==> src/rtl/tss_pkg.sv <==
// Shared types and constants for the two-stack shared-memory block.
// No dependencies; every other file but tss_ram refers to this package by scoped name.
package tss_pkg;

  localparam int VALUE_W            = 32;
  localparam int COUNT_W            = 7;
  localparam int DEF_DEPTH          = 64;
  localparam int DEF_DATA_WIDTH     = 32;

  typedef enum logic [1:0] {
    MODE_PUSH_ONE = 2'd0,
    MODE_PUSH_TWO = 2'd1,
    MODE_POP_ONE  = 2'd2,
    MODE_POP_TWO  = 2'd3
  } mode_t;

  typedef enum logic [1:0] {
    ST_DONE  = 2'd0,
    ST_FULL  = 2'd1,
    ST_EMPTY = 2'd2
  } status_t;

  typedef enum logic [2:0] {
    ACT_NONE,
    ACT_PUSH_ONE,
    ACT_PUSH_TWO,
    ACT_POP_ONE,
    ACT_POP_TWO
  } act_t;

  // controller -> datapath
  typedef struct packed {
    logic    load;
    act_t    op;
    logic    fetch_one;
    logic    fetch_two;
    logic    status_we;
    status_t status;
  } dp_cmd_t;

  // datapath -> controller
  typedef struct packed {
    mode_t mode;
    logic  full;
    logic  empty_one;
    logic  empty_two;
    logic  low_one;
    logic  low_two;
  } dp_stat_t;

endpackage

==> src/rtl/tss_if.sv <==
// Valid/ready channel interfaces for the operation and result streams.
// Depends on tss_pkg for field widths.
interface tss_req_if;
  logic                               valid;
  logic                               ready;
  logic [1:0]                         mode;
  logic signed [tss_pkg::VALUE_W-1:0] push_value;

  modport source (output valid, output mode, output push_value, input ready);
  modport sink   (input valid, input mode, input push_value, output ready);
endinterface

interface tss_rsp_if;
  logic                               valid;
  logic                               ready;
  logic [1:0]                         status;
  logic signed [tss_pkg::VALUE_W-1:0] top_one;
  logic signed [tss_pkg::VALUE_W-1:0] top_two;
  logic [tss_pkg::COUNT_W-1:0]        count_one;
  logic [tss_pkg::COUNT_W-1:0]        count_two;

  modport source (output valid, output status, output top_one, output top_two,
                  output count_one, output count_two, input ready);
  modport sink   (input valid, input status, input top_one, input top_two,
                  input count_one, input count_two, output ready);
endinterface

==> src/rtl/tss_ram.sv <==
// Generic single-write, single-read RAM with registered read data.
// No dependencies.
module tss_ram #(
  parameter int WIDTH = 32,
  parameter int DEPTH = 64
) (
  input  logic                     clk,
  input  logic                     we,
  input  logic [$clog2(DEPTH)-1:0] waddr,
  input  logic [WIDTH-1:0]         wdata,
  input  logic                     re,
  input  logic [$clog2(DEPTH)-1:0] raddr,
  output logic [WIDTH-1:0]         rdata
);

  logic [WIDTH-1:0] mem [DEPTH];

  always_ff @(posedge clk) begin
    if (we) begin
      mem[waddr] <= wdata;
    end
    if (re) begin
      rdata <= mem[raddr];
    end
  end

endmodule

==> src/rtl/tss_dp.sv <==
// Datapath: stack depths, cached top values, operation latch and status.
// Depends on tss_pkg and tss_ram.
module tss_dp #(
  parameter int DEPTH      = tss_pkg::DEF_DEPTH,
  parameter int DATA_WIDTH = tss_pkg::DEF_DATA_WIDTH
) (
  input  logic                               clk,
  input  logic                               rst,
  input  tss_pkg::dp_cmd_t                   cmd,
  output tss_pkg::dp_stat_t                  stat,
  input  tss_pkg::mode_t                     in_mode,
  input  logic signed [tss_pkg::VALUE_W-1:0] in_value,
  output logic [1:0]                         status,
  output logic signed [tss_pkg::VALUE_W-1:0] top_one,
  output logic signed [tss_pkg::VALUE_W-1:0] top_two,
  output logic [tss_pkg::COUNT_W-1:0]        count_one,
  output logic [tss_pkg::COUNT_W-1:0]        count_two
);

  localparam int AW = $clog2(DEPTH);
  localparam int CW = $clog2(DEPTH + 1);

  logic [CW-1:0]         depth_one, depth_two;
  logic [DATA_WIDTH-1:0] top_one_r, top_two_r;
  tss_pkg::mode_t        mode_r;
  logic [DATA_WIDTH-1:0] value_r;
  tss_pkg::status_t      status_r;

  logic                  mem_we, mem_re;
  logic [AW-1:0]         mem_waddr, mem_raddr;
  logic [DATA_WIDTH-1:0] mem_rdata;

  assign stat.mode      = mode_r;
  assign stat.full      = (depth_one + depth_two) == CW'(DEPTH);
  assign stat.empty_one = depth_one == '0;
  assign stat.empty_two = depth_two == '0;
  assign stat.low_one   = depth_one < CW'(2);
  assign stat.low_two   = depth_two < CW'(2);

  // Pops read the entry that becomes the new top; with one entry left nothing is read.
  always_comb begin
    mem_we    = 1'b0;
    mem_re    = 1'b0;
    mem_waddr = AW'(depth_one);
    mem_raddr = AW'(depth_one - CW'(2));
    unique case (cmd.op)
      tss_pkg::ACT_PUSH_ONE: begin
        mem_we    = 1'b1;
        mem_waddr = AW'(depth_one);
      end
      tss_pkg::ACT_PUSH_TWO: begin
        mem_we    = 1'b1;
        mem_waddr = AW'(CW'(DEPTH - 1) - depth_two);
      end
      tss_pkg::ACT_POP_ONE: begin
        mem_re    = !stat.low_one;
        mem_raddr = AW'(depth_one - CW'(2));
      end
      tss_pkg::ACT_POP_TWO: begin
        mem_re    = !stat.low_two;
        mem_raddr = AW'(CW'(DEPTH) - depth_two + CW'(1));
      end
      default: begin
      end
    endcase
  end

  tss_ram #(
    .WIDTH(DATA_WIDTH),
    .DEPTH(DEPTH)
  ) u_ram (
    .clk  (clk),
    .we   (mem_we),
    .waddr(mem_waddr),
    .wdata(value_r),
    .re   (mem_re),
    .raddr(mem_raddr),
    .rdata(mem_rdata)
  );

  always_ff @(posedge clk) begin
    if (rst) begin
      depth_one <= '0;
      depth_two <= '0;
    end else begin
      unique case (cmd.op)
        tss_pkg::ACT_PUSH_ONE: depth_one <= depth_one + CW'(1);
        tss_pkg::ACT_PUSH_TWO: depth_two <= depth_two + CW'(1);
        tss_pkg::ACT_POP_ONE:  depth_one <= depth_one - CW'(1);
        tss_pkg::ACT_POP_TWO:  depth_two <= depth_two - CW'(1);
        default: begin
        end
      endcase
    end
  end

  always_ff @(posedge clk) begin
    if (cmd.load) begin
      mode_r  <= in_mode;
      value_r <= DATA_WIDTH'(in_value);
    end
    if (cmd.status_we) begin
      status_r <= cmd.status;
    end
    if (cmd.op == tss_pkg::ACT_PUSH_ONE) begin
      top_one_r <= value_r;
    end else if (cmd.fetch_one) begin
      top_one_r <= mem_rdata;
    end
    if (cmd.op == tss_pkg::ACT_PUSH_TWO) begin
      top_two_r <= value_r;
    end else if (cmd.fetch_two) begin
      top_two_r <= mem_rdata;
    end
  end

  assign status    = status_r;
  assign top_one   = stat.empty_one ? '0 : tss_pkg::VALUE_W'(top_one_r);
  assign top_two   = stat.empty_two ? '0 : tss_pkg::VALUE_W'(top_two_r);
  assign count_one = tss_pkg::COUNT_W'(depth_one);
  assign count_two = tss_pkg::COUNT_W'(depth_two);

`ifndef SYNTHESIS
  a_no_overfill: assert property (@(posedge clk) disable iff (rst)
    (CW + 1)'(depth_one) + (CW + 1)'(depth_two) <= (CW + 1)'(DEPTH))
    else $error("stack depths exceed memory size");

  a_push_room: assert property (@(posedge clk) disable iff (rst)
    (cmd.op == tss_pkg::ACT_PUSH_ONE || cmd.op == tss_pkg::ACT_PUSH_TWO) |-> !stat.full)
    else $error("push issued with memory full");

  a_pop_nonempty: assert property (@(posedge clk) disable iff (rst)
    (cmd.op == tss_pkg::ACT_POP_ONE && stat.empty_one == 1'b0) ||
    (cmd.op == tss_pkg::ACT_POP_TWO && stat.empty_two == 1'b0) ||
    (cmd.op != tss_pkg::ACT_POP_ONE && cmd.op != tss_pkg::ACT_POP_TWO))
    else $error("pop issued on empty stack");

  a_fetch_after_read: assert property (@(posedge clk) disable iff (rst)
    (cmd.fetch_one || cmd.fetch_two) |-> $past(mem_re))
    else $error("top fetched without a preceding read");
`endif

endmodule

==> src/rtl/tss_ctrl.sv <==
// Controller: sequences accept, execute, top fetch and result transfer.
// Depends on tss_pkg.
module tss_ctrl (
  input  logic              clk,
  input  logic              rst,
  input  logic              in_valid,
  output logic              in_ready,
  output logic              out_valid,
  input  logic              out_ready,
  input  tss_pkg::dp_stat_t stat,
  output tss_pkg::dp_cmd_t  cmd
);

  typedef enum logic [1:0] {
    S_IDLE,
    S_EXEC,
    S_FETCH,
    S_RESP
  } state_t;

  state_t state, state_next;

  always_comb begin
    cmd            = '0;
    cmd.op         = tss_pkg::ACT_NONE;
    cmd.status     = tss_pkg::ST_DONE;
    cmd.load       = in_valid && in_ready;
    state_next     = state;
    unique case (state)
      S_IDLE: begin
        if (in_valid && in_ready) begin
          state_next = S_EXEC;
        end
      end
      S_EXEC: begin
        cmd.status_we = 1'b1;
        state_next    = S_RESP;
        unique case (stat.mode)
          tss_pkg::MODE_PUSH_ONE: begin
            if (stat.full) cmd.status = tss_pkg::ST_FULL;
            else           cmd.op     = tss_pkg::ACT_PUSH_ONE;
          end
          tss_pkg::MODE_PUSH_TWO: begin
            if (stat.full) cmd.status = tss_pkg::ST_FULL;
            else           cmd.op     = tss_pkg::ACT_PUSH_TWO;
          end
          tss_pkg::MODE_POP_ONE: begin
            if (stat.empty_one) begin
              cmd.status = tss_pkg::ST_EMPTY;
            end else begin
              cmd.op = tss_pkg::ACT_POP_ONE;
              if (!stat.low_one) state_next = S_FETCH;
            end
          end
          tss_pkg::MODE_POP_TWO: begin
            if (stat.empty_two) begin
              cmd.status = tss_pkg::ST_EMPTY;
            end else begin
              cmd.op = tss_pkg::ACT_POP_TWO;
              if (!stat.low_two) state_next = S_FETCH;
            end
          end
          default: begin
          end
        endcase
      end
      S_FETCH: begin
        cmd.fetch_one = stat.mode == tss_pkg::MODE_POP_ONE;
        cmd.fetch_two = stat.mode == tss_pkg::MODE_POP_TWO;
        state_next    = S_RESP;
      end
      S_RESP: begin
        if (out_ready) begin
          state_next = S_IDLE;
        end
      end
      default: state_next = S_IDLE;
    endcase
  end

  always_ff @(posedge clk) begin
    if (rst) begin
      state     <= S_IDLE;
      in_ready  <= 1'b0;
      out_valid <= 1'b0;
    end else begin
      state     <= state_next;
      in_ready  <= state_next == S_IDLE;
      out_valid <= state_next == S_RESP;
    end
  end

`ifndef SYNTHESIS
  a_one_in_flight: assert property (@(posedge clk) disable iff (rst)
    !(in_ready && out_valid))
    else $error("operation accepted while a result is pending");

  a_result_follows: assert property (@(posedge clk) disable iff (rst)
    (state == S_EXEC && state_next == S_RESP) |=> out_valid)
    else $error("result not presented after execution");

  a_resp_holds: assert property (@(posedge clk) disable iff (rst)
    (out_valid && !out_ready) |=> out_valid)
    else $error("result withdrawn before transfer");
`endif

endmodule

==> src/rtl/two_stacks_shared_memory.sv <==
// Two LIFO stacks in one shared memory: stack one grows up from entry 0,
// stack two grows down from the last entry.
//
// Channels: req (sink) carries one operation per transfer: mode selects
// push one, push two, pop one or pop two; push_value is stored by pushes.
// rsp (source) returns exactly one result per operation: status (done,
// full, empty), the top value of each stack (0 when empty) and both counts.
// A push when the stacks meet is refused as full; a pop of an empty stack
// is refused as empty; refused operations change nothing.
//
// The result follows the execute state, or the execute and fetch states for
// a pop of a stack holding two or more entries, which reads the new top back
// from the memory through its registered read port. One operation is in flight
// at a time: a new req is accepted only once the result has transferred.
// While rsp.ready is low the result holds and req.ready stays low.
// Reset clears both stacks; memory contents are not cleared, and entries are
// only read after being pushed.
module two_stacks_shared_memory #(
  parameter int DEPTH      = tss_pkg::DEF_DEPTH,
  parameter int DATA_WIDTH = tss_pkg::DEF_DATA_WIDTH
) (
  input logic         clk,
  input logic         rst,
  tss_req_if.sink     req,
  tss_rsp_if.source   rsp
);

  tss_pkg::dp_cmd_t  cmd;
  tss_pkg::dp_stat_t stat;

  tss_ctrl u_ctrl (
    .clk      (clk),
    .rst      (rst),
    .in_valid (req.valid),
    .in_ready (req.ready),
    .out_valid(rsp.valid),
    .out_ready(rsp.ready),
    .stat     (stat),
    .cmd      (cmd)
  );

  tss_dp #(
    .DEPTH     (DEPTH),
    .DATA_WIDTH(DATA_WIDTH)
  ) u_dp (
    .clk      (clk),
    .rst      (rst),
    .cmd      (cmd),
    .stat     (stat),
    .in_mode  (tss_pkg::mode_t'(req.mode)),
    .in_value (req.push_value),
    .status   (rsp.status),
    .top_one  (rsp.top_one),
    .top_two  (rsp.top_two),
    .count_one(rsp.count_one),
    .count_two(rsp.count_two)
  );

endmodule
==> src/flat_wrapper.sv <==
// flat-port wrapper written by rule: the top's interface ports become plain ports
module two_stacks_shared_memory_flat 
#(
  parameter int DEPTH      = tss_pkg::DEF_DEPTH,
  parameter int DATA_WIDTH = tss_pkg::DEF_DATA_WIDTH
)
  (clk, rst, req_valid, req_mode, req_push_value, req_ready, rsp_valid, rsp_status, rsp_top_one, rsp_top_two, rsp_count_one, rsp_count_two, rsp_ready);
  tss_req_if req_i ();
  tss_rsp_if rsp_i ();
  input logic clk;
  input logic rst;
  input wire logic [$bits(req_i.valid)-1:0] req_valid;
  input wire logic [$bits(req_i.mode)-1:0] req_mode;
  input wire logic [$bits(req_i.push_value)-1:0] req_push_value;
  output wire logic [$bits(req_i.ready)-1:0] req_ready;
  output wire logic [$bits(rsp_i.valid)-1:0] rsp_valid;
  output wire logic [$bits(rsp_i.status)-1:0] rsp_status;
  output wire logic [$bits(rsp_i.top_one)-1:0] rsp_top_one;
  output wire logic [$bits(rsp_i.top_two)-1:0] rsp_top_two;
  output wire logic [$bits(rsp_i.count_one)-1:0] rsp_count_one;
  output wire logic [$bits(rsp_i.count_two)-1:0] rsp_count_two;
  input wire logic [$bits(rsp_i.ready)-1:0] rsp_ready;
  assign req_i.valid = req_valid;
  assign req_i.mode = req_mode;
  assign req_i.push_value = req_push_value;
  assign req_ready = req_i.ready;
  assign rsp_valid = rsp_i.valid;
  assign rsp_status = rsp_i.status;
  assign rsp_top_one = rsp_i.top_one;
  assign rsp_top_two = rsp_i.top_two;
  assign rsp_count_one = rsp_i.count_one;
  assign rsp_count_two = rsp_i.count_two;
  assign rsp_i.ready = rsp_ready;
  two_stacks_shared_memory #(.DEPTH(DEPTH), .DATA_WIDTH(DATA_WIDTH)) u_core (.clk(clk), .rst(rst), .req(req_i), .rsp(rsp_i));
endmodule
==> config.mk <==
export PLATFORM = sky130hd
export DESIGN_NAME = two_stacks_shared_memory_flat
export DESIGN_NICKNAME = d
export VERILOG_FILES = /design/src/rtl/tss_pkg.sv /design/src/rtl/tss_if.sv /design/src/rtl/tss_ram.sv /design/src/rtl/tss_dp.sv /design/src/rtl/tss_ctrl.sv /design/src/rtl/two_stacks_shared_memory.sv /design/src/flat_wrapper.sv
export SDC_FILE = /design/constraint.sdc
export NUM_CORES = 2
export LEC_CHECK = 0
export BUFFER_PORTS_ARGS = -buffer_cell sky130_fd_sc_hd__buf_2
export CORE_MARGIN = 4
export CORE_UTILIZATION = 38
export DETAILED_ROUTE_END_ITERATION = 6
export HOLD_SLACK_MARGIN = 0.02
export REMOVE_ABC_BUFFERS = 1
export SYNTH_ARGS = -nofsm -noshare
export SYNTH_HDL_FRONTEND = slang
export SYNTH_SLANG_ARGS = --single-unit
==> constraint.sdc <==
create_clock -name clk -period 11.86 [get_ports clk]
set_input_delay 2.372 -clock clk [delete_from_list [all_inputs] [get_ports clk]]
set_output_delay 2.372 -clock clk [all_outputs]
set_load 0.1 [all_outputs]
### Yosys cells after proc, flatten, opt, wreduce, memory -nomap -nowiden

Memory sizes are Yosys's and may differ from the RTL's. A register that Yosys moved wholly into a read port is not among the register bits.
Index checks and enable logic that the tools add are counted.

* register bits after elaboration: 118
* memories: 1
* bits in writable memories: 2048
* output and inout bits: 82
* word-level logic and storage cells: 82
* bits of input ports: 38

Memories
* u_core.u_dp.u_ram.mem: words 64, width 32, rd ports 1, clocked after Yosys merged registers in 1, write ports 1, line tss_ram.sv:16 `logic [WIDTH-1:0] mem [DEPTH];`

* reduce and logical (&&, ||, !) cells: 14
* $lt $le $gt $ge: 2
* muxes and demuxes: 34
* equality and inequality tests: 12
* $add $sub $neg: 9

Operators with widths (count)
* 32-bit two-way mux: 6
* 7-bit one-hot mux with 2 select lines: 2
* 2-bit two-way mux: 8
* 7-bit by 1-bit adder with 7-bit output (second input constant): 2
* 7-bit zero test: 2
* 7-bit by 2-bit < comparator with 1-bit output (second input constant): 2
* 7-bit by 1-bit subtractor with 7-bit output (second input constant): 2
* 6-bit two-way mux: 2
* 3-bit one-hot mux with 4 select lines: 1
* 2-bit equality test (second input constant): 5
* 3-bit two-way mux: 3
* 1-bit two-way mux: 8
* 2-bit one-hot mux with 4 select lines: 1
* 2-bit nonzero test: 4
* 7-bit adder: 1
* 7-bit equality test (second input constant): 1
* 6-bit by 1-bit adder with 6-bit output (second input constant): 1
* 3-bit by 2-bit equality test with 1-bit output (second input constant): 2
* 2-bit zero test: 3
* 2-bit one-hot mux with 3 select lines: 1
* 1-bit by 6-bit subtractor with 6-bit output (first input constant): 1
* 6-bit by 2-bit subtractor with 6-bit output (second input constant): 1
* 6-bit subtractor (first input constant): 1
* 2-bit by 1-bit equality test with 1-bit output (second input constant): 2
* other kinds (7): 9

### Depth between registers and ports, before layout

* word-level depth: 10
* depth in mapped cells: 15
* depth with buffers taken out: 13

### By module

A second synthesis with hierarchy kept.

* cell total of the unflattened synthesis: 3879
* area total of the unflattened synthesis: 84857.6 µm²

Modules (own cells, without submodules)
* tss_ram: area each 78835.6 µm², sequential area each 62459.9 µm², cells an instance 3324, instances 1
* tss_dp: area each 5760.5 µm², sequential area each 3283.1 µm², cells an instance 522, instances 1
* tss_ctrl: area each 261.5 µm², sequential area each 80.1 µm², cells an instance 33, instances 1

### Least setup slack after synthesis

OpenSTA, ideal clock, no wires.

* path kind: register -> register
* start point: register u_core.u_dp.depth_one[2] (netlist: u_core.u_dp.count_one[2])
* end point: memory u_core.u_dp.u_ram.mem[41][0] (enable)
* data required time: 11439 ps
* cell stages (with the launch flop): 12
* arrival time: 4953 ps
* clock period less this slack: 5374 ps
* path slack: 6486 ps
* path buffers: 2
* library setup time: 421 ps
* cell sequence: dfxtp_1 ha_1 xor2_1 a2111oi_0 o21ai_0 a221oi_1 a2111o_1 clkbuf_1 buf_1 nand4b_1 o41a_1 nor2_1

* longest elaborated chain between the ends: 10
* elaborated cells between the ends (all ways): 15
* those cells by class: add/sub: 1; eq/ne: 3; mux: 9; reduce/logical: 2

Ends and longest elaborated chain
* start, declared: line tss_dp.sv:23 `logic [CW-1:0] depth_one, depth_two;`
* start signal, assigned: line tss_dp.sv:87 `tss_pkg::ACT_PUSH_ONE: depth_one <= depth_one + CW'(1);`
* start signal, assigned: line tss_dp.sv:89 `tss_pkg::ACT_POP_ONE: depth_one <= depth_one - CW'(1);`
* 7-bit adder: line tss_dp.sv:34 `assign stat.full = (depth_one + depth_two) == CW'(DEPTH);`
* 7-bit equality test: line tss_dp.sv:34
* 1-bit two-way mux / 2-bit two-way mux (equally long branches): line tss_ctrl.sv:40, tss_ctrl.sv:44
* 3-bit one-hot mux with 4 select lines: line tss_ctrl.sv:38 `unique case (stat.mode)`
* 3-bit two-way mux: line tss_ctrl.sv:29 `unique case (state)`
* 3-bit by 1-bit equality test with 1-bit output / 3-bit by 2-bit equality test with 1-bit output (equally long branches): line tss_dp.sv:46 `unique case (cmd.op)`
* 2-bit OR reduction (no line)
* 1-bit two-way mux: line tss_dp.sv:46
* 1-bit two-way mux: line tss_ram.sv:19 `if (we) begin`
* 1-bit two-way mux (not written as such): line tss_ram.sv:20 `mem[waddr] <= wdata;`
* end, declared: line tss_ram.sv:16

Parallel ways exist; a longest one is shown, timed or not.

### Worst setup path after layout

* start point: register u_core.u_dp.mode_r[0]
* end point: register u_core.u_dp.u_ram.rdata[13], read port of u_core.u_dp.u_ram.mem (data pin)

* longest elaborated chain between the ends: 5
* elaborated cells between the ends (all ways): 10
* those cells by class: eq/ne: 5; mux: 4; reduce/logical: 1

Ends and longest elaborated chain
* start, declared: line tss_dp.sv:25 `tss_pkg::mode_t mode_r;`
* start signal, assigned: line tss_dp.sv:99 `mode_r <= in_mode;`
* 2-bit equality test (tied with other cells): line tss_ctrl.sv:38
* 3-bit one-hot mux with 4 select lines (*): line tss_ctrl.sv:38
* 3-bit two-way mux (*): line tss_ctrl.sv:29
* 3-bit equality test / 3-bit by 2-bit equality test with 1-bit output (equally long branches): line tss_dp.sv:46
* 1-bit one-hot mux with 2 select lines / 6-bit two-way mux (equally long branches)
* end, declared: line tss_ram.sv:13 `output logic [WIDTH-1:0] rdata`

Mark *: on every way between the ends. The rest lies on a longest branch, timed or not.
A chain may end at the register's enable or synchronous reset.

==> metrics.md <==
| Metric | Value |
|---|---|
| Result of the run | finished, final reports clean |
| Max cap viols | 0 |
| Cell area after synthesis | 88800 µm² |
| Critical-path cell list | and4b_1 > nand2_1 > nand2_8 > buf_4 > buf_4 > and3_1 > a31oi_1 > a211oi_1 > a221oi_1 |
| Post-CTS setup buffer count | 0 |
| PD cells | 167 nW/µm² |
| Achievable frequency | approximately 150 MHz |
| Post-DP HPWL | 148 mm |
| Grt met1 use | 0.308 |
| # DRC | 0 |
| GP Congestion | 0.857 |
| Core footprint | around 230000 µm² |
| WL per Instance | roughly 30 µm |
| Logic pwr share | 0.077 |
| Clk_skew | 0.0380 ns |
| Worst relative slew slack | 0.0885 |
| Reg2Reg Depth | 9 |
| Initial Util | 0.382 |
| Fin cells | about 9.4k |
| First-pass GRT wire length | 387 mm |
| Hold Startpoint | u_core.u_dp.count_two[6] |
| Post-synth EDFFs | 2180 |
| CP max stage delay | 0.95 ns |
| CTS max path bufs | 3 |
| Critical path class | reg2reg |
| Switching power | approximately 4 mW |
| Commonest non-fill, non-tap cell in the layout | edfxtp_1 |
| Worst R2R End | u_core.u_dp.u_ram.rdata[13] |
| Hold path endpoint | u_core.u_dp.count_two[6] |
| CP top delay family | simple AND/OR/NAND/NOR gates |
| Final #Nets | 6235 |
| Util after Layout | 0.433 |
| Tmin final | 6.62 ns |
| Initial antenna violation count | 12 |
| Overall power | ~17 mW |
| Leak | 35.7 nW |
| Peak supply drop | 124 µV |
| Synth Flop Type | edfxtp_1 |
| Clock transition at the registers of the reported paths | 0.06 ns |
| DRT iter0 DRCs | 7593 |
| Grt total ovfl | 0 |
| Vias per inst | 5.86 |
| Final setup TNS | 0 ns |
| Most frequent cells in the layout | 2180 x edfxtp_1, 978 x nand2_1, 387 x mux2i_1, 344 x nand3_1, 245 x and3_1 |
| Post-DRT Antenna Nets | 0 |
| Critical-path top delay cell | a211oi_1 |
| Share of power burned in registers | 0.525 |
| RR Startpoint | u_core.u_dp.mode_r[0] |
| Critical Path RT | approximately 12 ns |
| CP startpoint | u_core.u_dp.mode_r[0] |
| Sequential area share after synthesis | 0.741 |
| Number of cell rows | around 180 |
| Die ar. | 242000 µm² |
| Switching part of the total | 0.242 |
| Root buf cell | clkbuf_16 |
| Min-Delay Path Class | reg2reg |
| Post-Layout Inst Area | 101000 µm² |
| Worst skew pair latency | 0.86 ns |
| Placed Area | 93900 µm² |
| Post-placement cell count | 9000 |
| Die Wd | 491 µm |
| Largest net degree at the start of global routing | 185 |
| Drt first pass iters | 6 |
| Final wirelength | 274 mm |
| Met3 Resource Use GR | 0.0387 |
| RSZ-0062 raised after global routing | false |
| Num CTS Buffers | around 220 |
| Worst-margin pin slew | 1.35 ns |
| Via count | approximately 55k |
| Vias in the first global route | roughly 52k |
| Layout cells sized above 1 | 0.138 |
| Endpoints failing setup | 0 |
| Clock power share | 0.398 |
| Syn-to-layout area delta | 13.4% |
| CTS sink cnt | 2198 |
| H-tree levels | 4 |
| Arrival time at the worst endpoint | 7.14 ns |
| I/O Buffers | 119 |
| Syn Inst Count | roughly 6k |
| CP bufs+invs | 2 |
| Distinct cells, synth | 73 |
| Max Slew Vio Count | 0 |
| Busiest grt layer | met2 |
| R2R Setup Slk | 5.24 ns |
| Period utilization | 0.558 |
| Die Y | 491 µm |
| Hold Buf Count CTS | 0 |
| CTS tree | done |
| Post-synth ARST share | 0 |
| P_int | about 13 mW |
| Syn Area/Cell | 14.7 µm² |
| Top Ports | 120 |
| Crit-path max FO | 86 |
| Synth Register Bits | around 2.2k |
| Hold Fails Final Rpt | 0 |
| WHS Path Cells | 2 |
| Setup crit start kind | register |
| Met2 GRT Util | 0.351 |
| CP endpoint kind | register |
| Gr usage total | 0.220 |
| Syn. warnings | 0 |
| Crit-path most repeated cell | buf_4 |
| Cts repair resizes | 0 |
-- power groups by stage --
stage          Clock [mW]  Combinational, mW  Sequential (mW)
2_1_floorplan           0              0.844             9.12
3_3_place_gp            0               1.27             8.97
3_5_place_dp            0               1.30             8.98
4_1_cts              6.77               1.30             8.81
5_1_grt              7.11               1.37             8.81
6_report             6.68               1.30             8.81
-- registers in the layout, summed over array words and instances, names as in the netlist --
| register | flops |
|---|---|
| u_core.u_dp.u_ram.mem | 2048 |
| u_core.u_dp.top_one_r | 32 |
| u_core.u_dp.top_two_r | 32 |
| u_core.u_dp.u_ram.rdata | 32 |
| u_core.u_dp.value_r | 32 |
| u_core.u_dp.count_one | 7 |
| u_core.u_dp.count_two | 7 |
| u_core.u_ctrl.state | 2 |
| u_core.u_dp.mode_r | 2 |
| u_core.u_dp.status | 2 |
| u_core.u_ctrl.in_ready | 1 |
| u_core.u_ctrl.out_valid | 1 |
-- worst min-delay path, delay by kind of cell (launching register included) --
family | cells | cell delay (ns)
compound gates | 1 | 0.06
flops | 1 | 0.38
simple gates | 1 | 0.11
-- synthesized netlist by cell type (all sizes together) (6+ instances only) --
cell,number,area [µm²]
a21boi,7,52.6
buf,179,847
a221oi,31,272
ha,18,225
o221ai,16,140
nand2,985,3700
a22o,23,201
xor2,7,61.3
a211o,6,52.6
o2111a,19,214
o21ai,103,527
nor2,150,563
and3,246,1540
or3,33,206
o21bai,7,52.6
a31oi,129,807
a31o,43,377
o31ai,6,45.0
nor3,32,160
xnor2,10,87.6
o311ai,25,219
a211oi,208,1560
a21oi,80,400
and2,65,407
edfxtp,2180,65500
inv,18,67.6
a311oi,15,131
dfxtp,18,360
a221o,6,60.1
nand4,30,188
mux2i,389,3900
a21o,10,75.1
nand3,344,1720
or4,7,52.6
a2111oi,14,129
o211ai,13,103
nor2b,40,250
mux2,108,1220
a22oi,12,90.1
o22ai,126,788
nor4,16,106
clkbuf,230,863
-- how the worst max path moves through the flow --
stage / end / cells past startpoint
2_1_floorplan: u_core.u_dp.u_ram.rdata[15] / 8
3_5_place_dp: u_core.u_dp.u_ram.rdata[18] / 9
3_3_place_gp: u_core.u_dp.u_ram.rdata[4] / 10
5_1_grt: u_core.u_dp.u_ram.rdata[13] / 9
4_1_cts: u_core.u_dp.u_ram.rdata[18] / 9
6_report: u_core.u_dp.u_ram.rdata[13] / 9
-- cell type report --
class,instances,area (µm²)
well taps,3043,3810
clock buffers,269,5670
repair buffers,308,2090
multi-input cells,3431,22100
clock inverters,128,1200
diodes,3,7.51
inverters,21,78.8
fillers,20515,132000
flip-flops and latches,2198,65800
-- per-stage QoR --
| stage | hold slack [ns] | setup WS (ns) |
|---|---|---|
| global route | 0.638 | 5.08 |
| floorplan | 0.546 | -15.59 |
| CTS | 0.600 | 5.31 |
| detailed placement | 0.591 | 5.32 |
| global placement | 0.559 | 4.54 |
| finish | 0.598 | 5.24 |
-- cell families (layout without fill, tap and decap cells) --
family	after synthesis	after routing	share of synthesized area
flip-flops	2198	2198	0.741
AND/OR/NAND/NOR	1966	1966	0.102
AO/OA/AOI/OAI	926	926	0.0736
multiplexers	501	501	0.0586
buffers and inverters	430	726	0.0201
adder cells (fa/ha/maj)	21	21	0.00321
XOR/XNOR	17	17	0.00168
other	0	3	0
-- routing by layer --
layer	wire [µm]	vias to the layer above
met5	0	-
li1	-	23635
met3	26300	491
met1	112000	28072
met2	128000	2927
met4	8750	0
(Power assumes the default switching activity.)
